$ cat config.mk
export PLATFORM = sky130hd
export DESIGN_NAME = wav_stream_sample_decoder_top
export DESIGN_NICKNAME = d
export VERILOG_FILES = /design/src/rtl/wssd_pkg.sv /design/src/rtl/wssd_front.sv /design/src/rtl/wssd_queue.sv /design/src/rtl/wssd_back.sv /design/src/rtl/wav_stream_sample_decoder_top.sv
export SDC_FILE = /design/constraint.sdc
export NUM_CORES = 2
export LEC_CHECK = 0
export BUFFER_PORTS_ARGS = -buffer_cell sky130_fd_sc_hd__buf_2
export CAP_MARGIN = 20
export CORE_MARGIN = 4
export CORE_UTILIZATION = 45
export DETAILED_ROUTE_END_ITERATION = 8
export PLACE_DENSITY = 0.71
export SLEW_MARGIN = 10
export SYNTH_ARGS = -nofsm -noshare
export SYNTH_HDL_FRONTEND = slang
export SYNTH_HIERARCHICAL = 1
export SYNTH_SLANG_ARGS = --single-unit
$ cat constraint.sdc
create_clock -name clk -period 10.8 [get_ports clk]
set_clock_uncertainty 0.1 [all_clocks]
set_input_delay 1.62 -clock clk [delete_from_list [all_inputs] [get_ports clk]]
set_output_delay 1.62 -clock clk [all_outputs]
set_load 0.01 [all_outputs]
$ cat src/rtl/wssd_pkg.sv
// Shared types, constants and helpers for the WAVE stream sample decoder.
// No dependencies; imported by every module of the block.
package wssd_pkg;

	localparam int QUEUE_DEPTH = 4;

	localparam logic [31:0] TAG_FMT  = 32'h2074_6D66;
	localparam logic [31:0] TAG_DATA = 32'h6174_6164;

	localparam logic [1:0] KIND_SAMPLE = 2'd0;
	localparam logic [1:0] KIND_FORMAT = 2'd1;
	localparam logic [1:0] KIND_END    = 2'd2;
	localparam logic [1:0] KIND_ERROR  = 2'd3;

	localparam logic [3:0] ERR_BAD_TAG     = 4'd0;
	localparam logic [3:0] ERR_TRUNCATED   = 4'd1;
	localparam logic [3:0] ERR_SHORT_FMT   = 4'd2;
	localparam logic [3:0] ERR_MISSING     = 4'd3;
	localparam logic [3:0] ERR_MISALIGNED  = 4'd4;
	localparam logic [3:0] ERR_UNSUPPORTED = 4'd5;
	localparam logic [3:0] ERR_NONFINITE   = 4'd6;
	localparam logic [3:0] ERR_DATA_FIRST  = 4'd7;
	localparam logic [3:0] ERR_SHORT_FILE  = 4'd8;

	typedef enum logic [2:0] {
		MODE_PCM8, MODE_PCM16, MODE_PCM24, MODE_PCM32, MODE_F32, MODE_F64
	} dec_mode_t;

	// One queued result; raw holds the little-endian sample bytes.
	typedef struct packed {
		logic [1:0]  kind;
		logic [63:0] raw;
		logic [15:0] chan;
		logic [31:0] rate;
		logic [15:0] count;
		logic [3:0]  err;
		logic        fin;
		dec_mode_t   mode;
	} rec_t;

	function automatic rec_t err_rec(input logic [3:0] code);
		rec_t r;
		r = '0;
		r.kind = KIND_ERROR;
		r.err  = code;
		r.fin  = 1'b1;
		return r;
	endfunction

	function automatic logic [7:0] riff_byte(input logic [1:0] i);
		case (i)
			2'd0: riff_byte = 8'h52;
			2'd1: riff_byte = 8'h49;
			2'd2: riff_byte = 8'h46;
			default: riff_byte = 8'h46;
		endcase
	endfunction

	function automatic logic [7:0] wave_byte(input logic [1:0] i);
		case (i)
			2'd0: wave_byte = 8'h57;
			2'd1: wave_byte = 8'h41;
			2'd2: wave_byte = 8'h56;
			default: wave_byte = 8'h45;
		endcase
	endfunction

endpackage

$ cat src/rtl/wssd_front.sv
// Front end: RIFF/chunk parser, fmt capture, sample byte assembly, alignment check.
// Depends on wssd_pkg; feeds wssd_queue with up to two records per byte.
module wssd_front (
	input  logic          clk,
	input  logic          arst_n,
	input  logic          in_valid,
	output logic          in_stall,
	input  logic [7:0]    byte_in,
	input  logic          end_of_file,
	input  logic          q_room2,
	output logic          push0,
	output logic          push1,
	output wssd_pkg::rec_t rec0,
	output wssd_pkg::rec_t rec1
);
	import wssd_pkg::*;

	typedef enum logic [2:0] {
		PH_RIFF, PH_CHDR, PH_FMT, PH_DATA, PH_SKIP, PH_PAD, PH_DRAIN, PH_DIV
	} phase_t;

	phase_t      phase_q, n_phase;
	logic [4:0]  pos_q, n_pos;
	logic [31:0] tag_q, n_tag;
	logic [32:0] rem_q, n_rem;
	logic [15:0] fmt_q, n_fmt, chans_q, n_chans, bits_q, n_bits, chan_q, n_chan;
	logic [31:0] rate_q, n_rate;
	logic [63:0] shift_q, n_shift, newshift;
	logic [3:0]  scnt_q, n_scnt;
	logic        fmt_seen_q, n_fmt_seen, data_taken_q, n_data_taken;
	logic        pad_q, n_pad, eof_pend_q, n_eof_pend;
	logic [29:0] align_q;
	logic [32:0] div_rem_q, n_div_rem, div_t;
	logic [31:0] div_num_q, n_div_num;
	logic [5:0]  div_cnt_q, n_div_cnt;

	logic [13:0] bps;
	logic        supported, accept, err_v, go_chdr, finish, do_reset, no_final, nf;
	logic [3:0]  err_c;
	dec_mode_t   mode;
	rec_t        erec;

	assign bps = 14'((17'(bits_q) + 17'd7) >> 3);

	always_comb begin
		supported = 1'b0;
		mode = MODE_PCM8;
		if (fmt_q == 16'd1) begin
			case (bits_q)
				16'd8:  begin supported = 1'b1; mode = MODE_PCM8;  end
				16'd16: begin supported = 1'b1; mode = MODE_PCM16; end
				16'd24: begin supported = 1'b1; mode = MODE_PCM24; end
				16'd32: begin supported = 1'b1; mode = MODE_PCM32; end
				default: supported = 1'b0;
			endcase
		end else if (fmt_q == 16'd3) begin
			case (bits_q)
				16'd32: begin supported = 1'b1; mode = MODE_F32; end
				16'd64: begin supported = 1'b1; mode = MODE_F64; end
				default: supported = 1'b0;
			endcase
		end
	end

	assign in_stall = (phase_q == PH_DIV) || !q_room2;
	assign accept   = in_valid && !in_stall;
	assign newshift = shift_q | (64'(byte_in) << {scnt_q[2:0], 3'b000});
	assign div_t    = {div_rem_q[31:0], div_num_q[31]};

	always_comb begin
		n_phase = phase_q; n_pos = pos_q; n_tag = tag_q; n_rem = rem_q;
		n_fmt = fmt_q; n_chans = chans_q; n_bits = bits_q; n_rate = rate_q;
		n_chan = chan_q; n_shift = shift_q; n_scnt = scnt_q;
		n_fmt_seen = fmt_seen_q; n_data_taken = data_taken_q;
		n_pad = pad_q; n_eof_pend = eof_pend_q;
		n_div_rem = div_rem_q; n_div_num = div_num_q; n_div_cnt = div_cnt_q;
		push0 = 1'b0; push1 = 1'b0; rec0 = '0; rec1 = '0;
		err_v = 1'b0; err_c = ERR_BAD_TAG;
		go_chdr = 1'b0; finish = 1'b0; do_reset = 1'b0; no_final = 1'b0; nf = 1'b0;
		erec = '0;

		if (accept) begin
			case (phase_q)
				PH_RIFF: begin
					if (pos_q < 5'd4 && byte_in != riff_byte(pos_q[1:0])) err_v = 1'b1;
					if (pos_q >= 5'd8 && pos_q < 5'd12 && byte_in != wave_byte(pos_q[1:0]))
						err_v = 1'b1;
					err_c = ERR_BAD_TAG;
					n_pos = pos_q + 5'd1;
					if (pos_q == 5'd11) go_chdr = 1'b1;
				end
				PH_CHDR: begin
					if (pos_q < 5'd4) n_tag = tag_q | (32'(byte_in) << {pos_q[1:0], 3'b000});
					else n_rem = rem_q | (33'(byte_in) << {pos_q[1:0], 3'b000});
					n_pos = pos_q + 5'd1;
					if (pos_q == 5'd7) begin
						n_pos = '0;
						n_pad = n_rem[0];
						if (n_tag == TAG_FMT) begin
							if (n_rem < 33'd16) begin
								err_v = 1'b1; err_c = ERR_SHORT_FMT;
							end else begin
								n_fmt = '0; n_chans = '0; n_rate = '0; n_bits = '0;
								n_fmt_seen = 1'b1;
								n_phase = PH_FMT;
							end
						end else if (n_tag == TAG_DATA && !data_taken_q) begin
							if (!fmt_seen_q) begin
								err_v = 1'b1; err_c = ERR_DATA_FIRST;
							end else if (fmt_q == '0 || chans_q == '0 || rate_q == '0 ||
									bits_q == '0 || n_rem == '0) begin
								err_v = 1'b1; err_c = ERR_MISSING;
							end else begin
								// size % (bytes per sample * channels), one bit a cycle
								n_phase = PH_DIV;
								n_eof_pend = end_of_file;
								n_div_rem = '0;
								n_div_num = n_rem[31:0];
								n_div_cnt = '0;
								no_final = 1'b1;
							end
						end else begin
							n_phase = PH_SKIP;
						end
						if (!err_v && n_rem == '0) finish = 1'b1;
					end
				end
				PH_FMT: begin
					case (pos_q)
						5'd0:  n_fmt[7:0]    = byte_in;
						5'd1:  n_fmt[15:8]   = byte_in;
						5'd2:  n_chans[7:0]  = byte_in;
						5'd3:  n_chans[15:8] = byte_in;
						5'd4:  n_rate[7:0]   = byte_in;
						5'd5:  n_rate[15:8]  = byte_in;
						5'd6:  n_rate[23:16] = byte_in;
						5'd7:  n_rate[31:24] = byte_in;
						5'd14: n_bits[7:0]   = byte_in;
						5'd15: n_bits[15:8]  = byte_in;
						default: n_fmt = fmt_q;
					endcase
					n_pos = (pos_q == 5'd16) ? pos_q : pos_q + 5'd1;
					n_rem = rem_q - 33'd1;
					if (rem_q == 33'd1) finish = 1'b1;
				end
				PH_DATA: begin
					n_shift = newshift;
					n_scnt = scnt_q + 4'd1;
					if (14'(n_scnt) >= bps) begin
						if (mode == MODE_F32) nf = (newshift[30:23] == 8'hFF);
						else if (mode == MODE_F64) nf = (newshift[62:52] == 11'h7FF);
						if (nf) begin
							err_v = 1'b1; err_c = ERR_NONFINITE;
						end else begin
							push0 = 1'b1;
							rec0.kind = KIND_SAMPLE;
							rec0.raw  = newshift;
							rec0.chan = chan_q;
							rec0.mode = mode;
							n_chan = (17'(chan_q) + 17'd1 >= 17'(chans_q)) ? '0 :
								chan_q + 16'd1;
						end
						n_shift = '0;
						n_scnt = '0;
					end
					if (!err_v) begin
						n_rem = rem_q - 33'd1;
						if (rem_q == 33'd1) finish = 1'b1;
					end
				end
				PH_SKIP: begin
					n_rem = rem_q - 33'd1;
					if (rem_q == 33'd1) finish = 1'b1;
				end
				PH_PAD: go_chdr = 1'b1;
				PH_DRAIN: begin
					no_final = 1'b1;
					if (end_of_file) do_reset = 1'b1;
				end
				default: no_final = 1'b1;
			endcase

			if (go_chdr || finish) begin
				n_phase = PH_CHDR; n_pos = '0; n_tag = '0; n_rem = '0;
			end
			if (finish) begin
				if (n_pad) n_phase = PH_PAD;
				n_pad = 1'b0;
			end

			if (!no_final) begin
				if (err_v) begin
					erec = err_rec(err_c);
					if (end_of_file) do_reset = 1'b1;
					else n_phase = PH_DRAIN;
				end else if (end_of_file) begin
					if (n_phase == PH_FMT || n_phase == PH_DATA || n_phase == PH_SKIP)
						erec = err_rec(ERR_TRUNCATED);
					else if (n_phase == PH_RIFF) erec = err_rec(ERR_SHORT_FILE);
					else if (data_taken_q) begin
						erec = err_rec(ERR_BAD_TAG);
						erec.kind = KIND_END;
					end else erec = err_rec(ERR_MISSING);
					do_reset = 1'b1;
				end
				if (err_v || end_of_file) begin
					if (push0) begin push1 = 1'b1; rec1 = erec; end
					else begin push0 = 1'b1; rec0 = erec; end
				end
			end
		end else if (phase_q == PH_DIV) begin
			if (div_cnt_q != 6'd32) begin
				n_div_rem = (div_t >= 33'(align_q)) ? div_t - 33'(align_q) : div_t;
				n_div_num = {div_num_q[30:0], 1'b0};
				n_div_cnt = div_cnt_q + 6'd1;
			end else if (q_room2) begin
				if (div_rem_q != '0) begin
					err_v = 1'b1; err_c = ERR_MISALIGNED;
				end else if (!supported) begin
					err_v = 1'b1; err_c = ERR_UNSUPPORTED;
				end
				if (err_v) begin
					push0 = 1'b1; rec0 = err_rec(err_c);
					if (eof_pend_q) do_reset = 1'b1;
					else n_phase = PH_DRAIN;
				end else begin
					n_data_taken = 1'b1;
					n_shift = '0; n_scnt = '0; n_chan = '0;
					push0 = 1'b1;
					rec0.kind  = KIND_FORMAT;
					rec0.rate  = rate_q;
					rec0.count = chans_q;
					n_phase = PH_DATA;
					if (eof_pend_q) begin
						push1 = 1'b1; rec1 = err_rec(ERR_TRUNCATED);
						do_reset = 1'b1;
					end
				end
			end
		end

		if (do_reset) begin
			n_phase = PH_RIFF; n_pos = '0; n_tag = '0; n_rem = '0;
			n_fmt = '0; n_chans = '0; n_bits = '0; n_rate = '0;
			n_chan = '0; n_shift = '0; n_scnt = '0;
			n_fmt_seen = 1'b0; n_data_taken = 1'b0; n_pad = 1'b0; n_eof_pend = 1'b0;
		end
	end

	always_ff @(posedge clk or negedge arst_n) begin
		if (!arst_n) begin
			phase_q <= PH_RIFF; pos_q <= '0; tag_q <= '0; rem_q <= '0;
			fmt_q <= '0; chans_q <= '0; bits_q <= '0; rate_q <= '0;
			chan_q <= '0; shift_q <= '0; scnt_q <= '0;
			fmt_seen_q <= 1'b0; data_taken_q <= 1'b0; pad_q <= 1'b0; eof_pend_q <= 1'b0;
			div_rem_q <= '0; div_num_q <= '0; div_cnt_q <= '0; align_q <= '0;
		end else begin
			phase_q <= n_phase; pos_q <= n_pos; tag_q <= n_tag; rem_q <= n_rem;
			fmt_q <= n_fmt; chans_q <= n_chans; bits_q <= n_bits; rate_q <= n_rate;
			chan_q <= n_chan; shift_q <= n_shift; scnt_q <= n_scnt;
			fmt_seen_q <= n_fmt_seen; data_taken_q <= n_data_taken;
			pad_q <= n_pad; eof_pend_q <= n_eof_pend;
			div_rem_q <= n_div_rem; div_num_q <= n_div_num; div_cnt_q <= n_div_cnt;
			align_q <= 30'(bps) * 30'(chans_q);
		end
	end

endmodule

$ cat src/rtl/wssd_queue.sv
// Small record queue between parser and decoder: two writes, one read per cycle.
// Depends on wssd_pkg for the record type.
module wssd_queue #(
	parameter int Depth = wssd_pkg::QUEUE_DEPTH
) (
	input  logic           clk,
	input  logic           arst_n,
	input  logic           push0,
	input  logic           push1,
	input  wssd_pkg::rec_t din0,
	input  wssd_pkg::rec_t din1,
	output logic           room2,
	input  logic           pop,
	output wssd_pkg::rec_t head,
	output logic           nonempty
);
	import wssd_pkg::*;

	localparam int PW = (Depth > 1) ? $clog2(Depth) : 1;
	localparam int CW = $clog2(Depth + 1);

	rec_t          ent_q [Depth];
	logic [PW-1:0] wr_q, rd_q, wr1;
	logic [CW-1:0] cnt_q;

	function automatic logic [PW-1:0] step(input logic [PW-1:0] p);
		step = (p == PW'(Depth - 1)) ? '0 : p + 1'b1;
	endfunction

	assign wr1      = step(wr_q);
	assign head     = ent_q[rd_q];
	assign nonempty = (cnt_q != '0);
	assign room2    = (cnt_q <= CW'(Depth - 2));

	always_ff @(posedge clk) begin
		if (push0) ent_q[wr_q] <= din0;
		if (push1) ent_q[wr1] <= din1;
	end

	always_ff @(posedge clk or negedge arst_n) begin
		if (!arst_n) begin
			wr_q <= '0; rd_q <= '0; cnt_q <= '0;
		end else begin
			if (push1) wr_q <= step(wr1);
			else if (push0) wr_q <= wr1;
			if (pop) rd_q <= step(rd_q);
			cnt_q <= cnt_q + CW'(push0) + CW'(push1) - CW'(pop);
		end
	end

	a_push_order: assert property (@(posedge clk) disable iff (!arst_n)
		push1 |-> push0) else $error("second write without first");
	a_no_overflow: assert property (@(posedge clk) disable iff (!arst_n)
		push0 |-> room2) else $error("queue written without room");
	a_no_underflow: assert property (@(posedge clk) disable iff (!arst_n)
		pop |-> nonempty) else $error("queue read while empty");
	a_bound: assert property (@(posedge clk) disable iff (!arst_n)
		cnt_q <= CW'(Depth)) else $error("queue count past depth");

endmodule

$ cat src/rtl/wssd_back.sv
// Back end: converts queued records to Q1.31 results and holds the output register.
// Depends on wssd_pkg.
module wssd_back (
	input  logic           clk,
	input  logic           arst_n,
	input  logic           q_nonempty,
	input  wssd_pkg::rec_t head,
	output logic           pop,
	output logic           out_valid,
	input  logic           out_stall,
	output logic [1:0]     kind,
	output logic signed [31:0] sample_value,
	output logic [15:0]    channel_index,
	output logic [31:0]    rate_hz,
	output logic [15:0]    channel_count,
	output logic [3:0]     error_code,
	output logic           final_result
);
	import wssd_pkg::*;

	logic [7:0]  e8, sh8;
	logic [10:0] e11, sh11;
	logic [23:0] sig24;
	logic [52:0] sig53;
	logic [31:0] mag, q;
	logic        neg, sat;

	always_comb begin
		e8 = head.raw[30:23];
		sig24 = {1'b1, head.raw[22:0]};
		e11 = head.raw[62:52];
		sig53 = {1'b1, head.raw[51:0]};
		sh8 = 8'd119 - e8;
		sh11 = 11'd1044 - e11;
		mag = '0;
		neg = 1'b0;
		sat = 1'b0;
		q = '0;
		case (head.mode)
			MODE_PCM8:  q = {~head.raw[7], head.raw[6:0], 24'h0};
			MODE_PCM16: q = {head.raw[15:0], 16'h0};
			MODE_PCM24: q = {head.raw[23:0], 8'h0};
			MODE_PCM32: q = head.raw[31:0];
			MODE_F32: begin
				neg = head.raw[31];
				if (e8 >= 8'd127) sat = 1'b1;
				else if (e8 == 8'd0) mag = '0;
				else if (e8 >= 8'd119) mag = 32'(sig24) << (e8 - 8'd119);
				else if (sh8 < 8'd32) mag = 32'(sig24) >> sh8[4:0];
				q = sat ? (neg ? 32'h8000_0000 : 32'h7FFF_FFFF) : (neg ? -mag : mag);
			end
			MODE_F64: begin
				neg = head.raw[63];
				if (e11 >= 11'd1023) sat = 1'b1;
				else if (e11 != 11'd0 && sh11 < 11'd64) mag = 32'(sig53 >> sh11[5:0]);
				q = sat ? (neg ? 32'h8000_0000 : 32'h7FFF_FFFF) : (neg ? -mag : mag);
			end
			default: q = '0;
		endcase
	end

	assign pop = q_nonempty && (!out_valid || !out_stall);

	always_ff @(posedge clk or negedge arst_n) begin
		if (!arst_n) begin
			out_valid <= 1'b0;
		end else if (!out_valid || !out_stall) begin
			out_valid <= q_nonempty;
		end
	end

	always_ff @(posedge clk) begin
		if (pop) begin
			kind          <= head.kind;
			sample_value  <= (head.kind == KIND_SAMPLE) ? q : '0;
			channel_index <= head.chan;
			rate_hz       <= head.rate;
			channel_count <= head.count;
			error_code    <= head.err;
			final_result  <= head.fin;
		end
	end

endmodule

$ cat src/rtl/wav_stream_sample_decoder_top.sv
// WAVE byte stream to Q1.31 sample decoder, top level.
// Throughput: one byte per cycle unless stalled; a cycle emits up to two records
// into a 4-deep queue.
// The first data chunk header stalls the input for a bit-serial size check.
// Reset (arst_n low, asynchronous) returns the parser to the RIFF header and
// empties the queue and output register.
module wav_stream_sample_decoder_top #(
	parameter int QueueDepth = wssd_pkg::QUEUE_DEPTH
) (
	input  logic               clk,
	input  logic               arst_n,
	input  logic               in_valid,
	output logic               in_stall,
	input  logic [7:0]         byte_in,
	input  logic               end_of_file,
	output logic               out_valid,
	input  logic               out_stall,
	output logic [1:0]         kind,
	output logic signed [31:0] sample_value,
	output logic [15:0]        channel_index,
	output logic [31:0]        rate_hz,
	output logic [15:0]        channel_count,
	output logic [3:0]         error_code,
	output logic               final_result
);
	import wssd_pkg::*;

	// front -> queue: up to two records per transfer
	logic push0, push1, room2, pop, q_nonempty;
	rec_t rec0, rec1, head;

	// Parser: tag checks, chunk walk, fmt capture, sample byte assembly.
	// Nonfinite floats are caught here since they end the run.
	wssd_front u_front (
		.clk, .arst_n, .in_valid, .in_stall, .byte_in, .end_of_file,
		.q_room2(room2), .push0, .push1, .rec0, .rec1
	);

	// Decouples the parser from output stalls.
	wssd_queue #(.Depth(QueueDepth)) u_queue (
		.clk, .arst_n, .push0, .push1, .din0(rec0), .din1(rec1),
		.room2, .pop, .head, .nonempty(q_nonempty)
	);

	// Sample widening / float clamp and output register.
	wssd_back u_back (
		.clk, .arst_n, .q_nonempty, .head, .pop, .out_valid, .out_stall,
		.kind, .sample_value, .channel_index, .rate_hz, .channel_count,
		.error_code, .final_result
	);

endmodule

==> metrics.yaml <==
outcome:
  run_status: "finished clean"
setup_path:
  critical_path_class: "flip-flop to flip-flop"
  end_kind: "flip-flop"
  cp_max_fo: 10
  cpMostUsedCell: "fa_1"
  cpPeakStageDelay_ns: 0.53
  startpoint_type: "flip-flop"
  cp_slowest_cell: "dfrtp_1"
  arrival_ns: 9.43
  required_ns: 11.30
cts:
  postCtsSetupRepairBufs: 0
  clkSinkCount: 1005
  clkSlewWorstSetupHoldPaths_ns: 0.06
  clockRootBuffer: "clkbuf_16"
  clk_latency_ns: 0.76
  cts-hold-fix-buffers: 0
  cts_tree: "built"
  numCtsBuffers: 105
  cts_resized: 0
  cts_htree_levels: 3
  clockBufferDepth: 3
final_layout:
  fillers: 13500
  post-route-util_pct: 48.8
  drive_gt1_share_pct: 20.2
  syn2layout_area_growth_pct: 7.32
  n_antenna_cell: 0
  nNetsFinal: 6524
synth:
  synthTopCellsByCount: "edfxtp_1, mux2_2, nand2_1"
  synthFlopType: "edfxtp_1"
  synth_top_cell_by_area: "edfxtp_1"
  yosysMostFrequentCell: "edfxtp_1"
  synth.top_cells.by_area: "edfxtp_1, dfrtp_1, mux2_2"
  synth-edff-count: 655
  synthDistinctLibCells: 121
  synth_area_per_cell_um2: 11.1
  ys_seq_area_share_pct: 40.9
  synthesis.area_um2: 69500
  yosys_register_bits: 1005
  async_flop_share_pct: 34.8
  synthCells: 6276
  yosysTopAreaCellShare_pct: 28.3
  synth-warning-count: 6
run:
  maxCapViolCount: 0
routing:
  wl_um: 197000
  drt_iter0_drc: 6279
  ant_nets: 0
  dr.pass1.iters: 8
  vias_per_cell: 6.21
  drc: 0
  avgRoutedWirePerCell_um: 23.8
  vias: 51400
pwr:
  p_clk_share_pct: 18.6
  seq_power_share_pct: 25.4
  combPwrFrac_pct: 56.0
  vdd_ir_drop_max_mv: 0.244
  power_mw: 19.8
  p_sw_mw: 8.82
  leakage_nw: 29.9
  power_density_nw_per_um2: 265
  p_int_mw: 10.9
  switching_share_pct: 44.6
floorplan:
  ios: 118
  fp.dieArea_um2: 161000
  die_h_um: 401
  rows: 143
  start_util_pct: 45.5
  core_um2: 153000
  chipWidth_um: 401
hold_path:
  hold_class: "flip-flop to flip-flop"
grt:
  grt_pass1_wl_um: 306000
  grt_use_total_pct: 23.8
  antenna_found_initial: 4
  gr-total-overflow: 0
  grt_max_degree: 163
  grt_pass1_vias: 51300
sta:
  worst_slew_pin_slew_ns: 1.09
  clock.fmax_mhz: 112
  setup_violations: 0
  relSlewSlack_pct: 27.1
  tns_ns: 0
  finalMaxSlewViolations: 0
  fin_crit_sh_pct: 82.7
  report.final.hold_viol_count: 0
  rsz0062_at_grt: "no"
  finalCriticalPeriod_ns: 8.93
placement:
  globalplace.congestion: 0.956
  numPortBuffers: 117
  place_hpwl_um: 130000
## critical path, delay by kind of cell, from the launching register on
| kind | cells | cell delay, ns |
|---|---|---|
| fa+ha+maj | 7 | 3.20 |
| compound gates | 7 | 2.08 |
| flops | 1 | 0.53 |
| simple gates | 11 | 2.09 |
| buf+inv | 3 | 0.14 |
| xor+xnor | 2 | 0.65 |
## logic make-up after synthesis
group	synth area share (%)
compound gates	11.6
xor+xnor	1.67
fa+ha+maj	8.06
buf+inv	6.25
flops	40.9
mux	19.8
other cells	0.00539
simple gates	11.7
## flip-flops by register name, indices dropped and copies added, names as in the netlist, 32 cells and up
| signal | cells |
|---|---|
| u_queue/ent_q | 552 |
| u_front/shift_q | 64 |
| u_front/div_rem_q | 33 |
| u_front/rem_q | 33 |
| u_back/rate_hz | 32 |
| u_back/sample_value | 32 |
| u_front/div_num_q | 32 |
| u_front/rate_q | 32 |
| u_front/tag_q | 32 |
## worst paths after layout
path                                                     endpoint                               from  cells past startpoint  slack (ns)
worst max register to register      u_front/align_q[29]$_DFF_PN0_      u_front/bits_q[5]$_DFFE_PN0P_                     30        1.87
max in group asynchronous             u_queue/rd_q[0]$_DFFE_PN0P_                             arst_n                      2        8.37
worst min-delay path            u_front/div_num_q[27]$_DFFE_PN0P_  u_front/div_num_q[27]$_DFFE_PN0P_                      2        0.38
min in group asynchronous       u_front/div_rem_q[23]$_DFFE_PN0P_                             arst_n                      1        0.75
worst min register to register  u_front/div_num_q[27]$_DFFE_PN0P_  u_front/div_num_q[27]$_DFFE_PN0P_                      2        0.38
worst max-delay path                u_front/align_q[29]$_DFF_PN0_      u_front/bits_q[5]$_DFFE_PN0P_                     30        1.87
## metrics by stage
stage          setup slack, ns  instance area, um2  hold WS (ns)  cells
6_report                  1.87               74600         0.380   8284
5_1_grt                   1.34               74600         0.391   8284
4_1_cts                   1.98               74600         0.383   8281
3_5_place_dp              2.07               71000         0.370   8084
3_3_place_gp              2.28               71000         0.362   8083
2_1_floorplan             2.37               70000         0.350   6408
## layout by cell type (no fill, tap or decap), types with 123 or more instances in the layout
cell type,n
and2_1,127
ha_1,178
nor2_1,490
fa_1,168
o21ai_0,239
conb_1,133
nand2_1,492
edfxtp_1,655
mux4_2,226
mux2i_1,148
a21oi_1,293
inv_1,318
mux2_2,558
dfrtp_1,348
a31oi_1,123
## layer usage
layer,wire length [um],track usage [%],share of wire (%),up-vias
met5,0,0,0,-
li1,-,-,-,22800
met3,16400,4.13,8.3,399
met4,6500,7.20,3.3,0
met2,91900,38.2,47,2498
met1,82100,33.3,42,25800
## layout make-up
cell class	count	area [um2]	area share, %
clock buffers	142	2960	3.96
clock inverters	55	583	0.782
inverters	324	1220	1.63
multi-input cells	4513	37500	50.2
flip-flops and latches	1005	28400	38.1
well taps	2030	2540	3.40
repair buffers	215	1410	1.89
## power groups by stage
stage | Clock, mW | Sequential, mW | Combinational [mW]
2_1_floorplan | 0 | 5.05 | 7.99
3_3_place_gp | 0 | 5.07 | 10.7
3_5_place_dp | 0 | 5.08 | 10.7
4_1_cts | 3.75 | 5.01 | 10.8
5_1_grt | 3.91 | 5.07 | 11.7
6_report | 3.68 | 5.01 | 11.1
(Power assumes the default switching activity.)
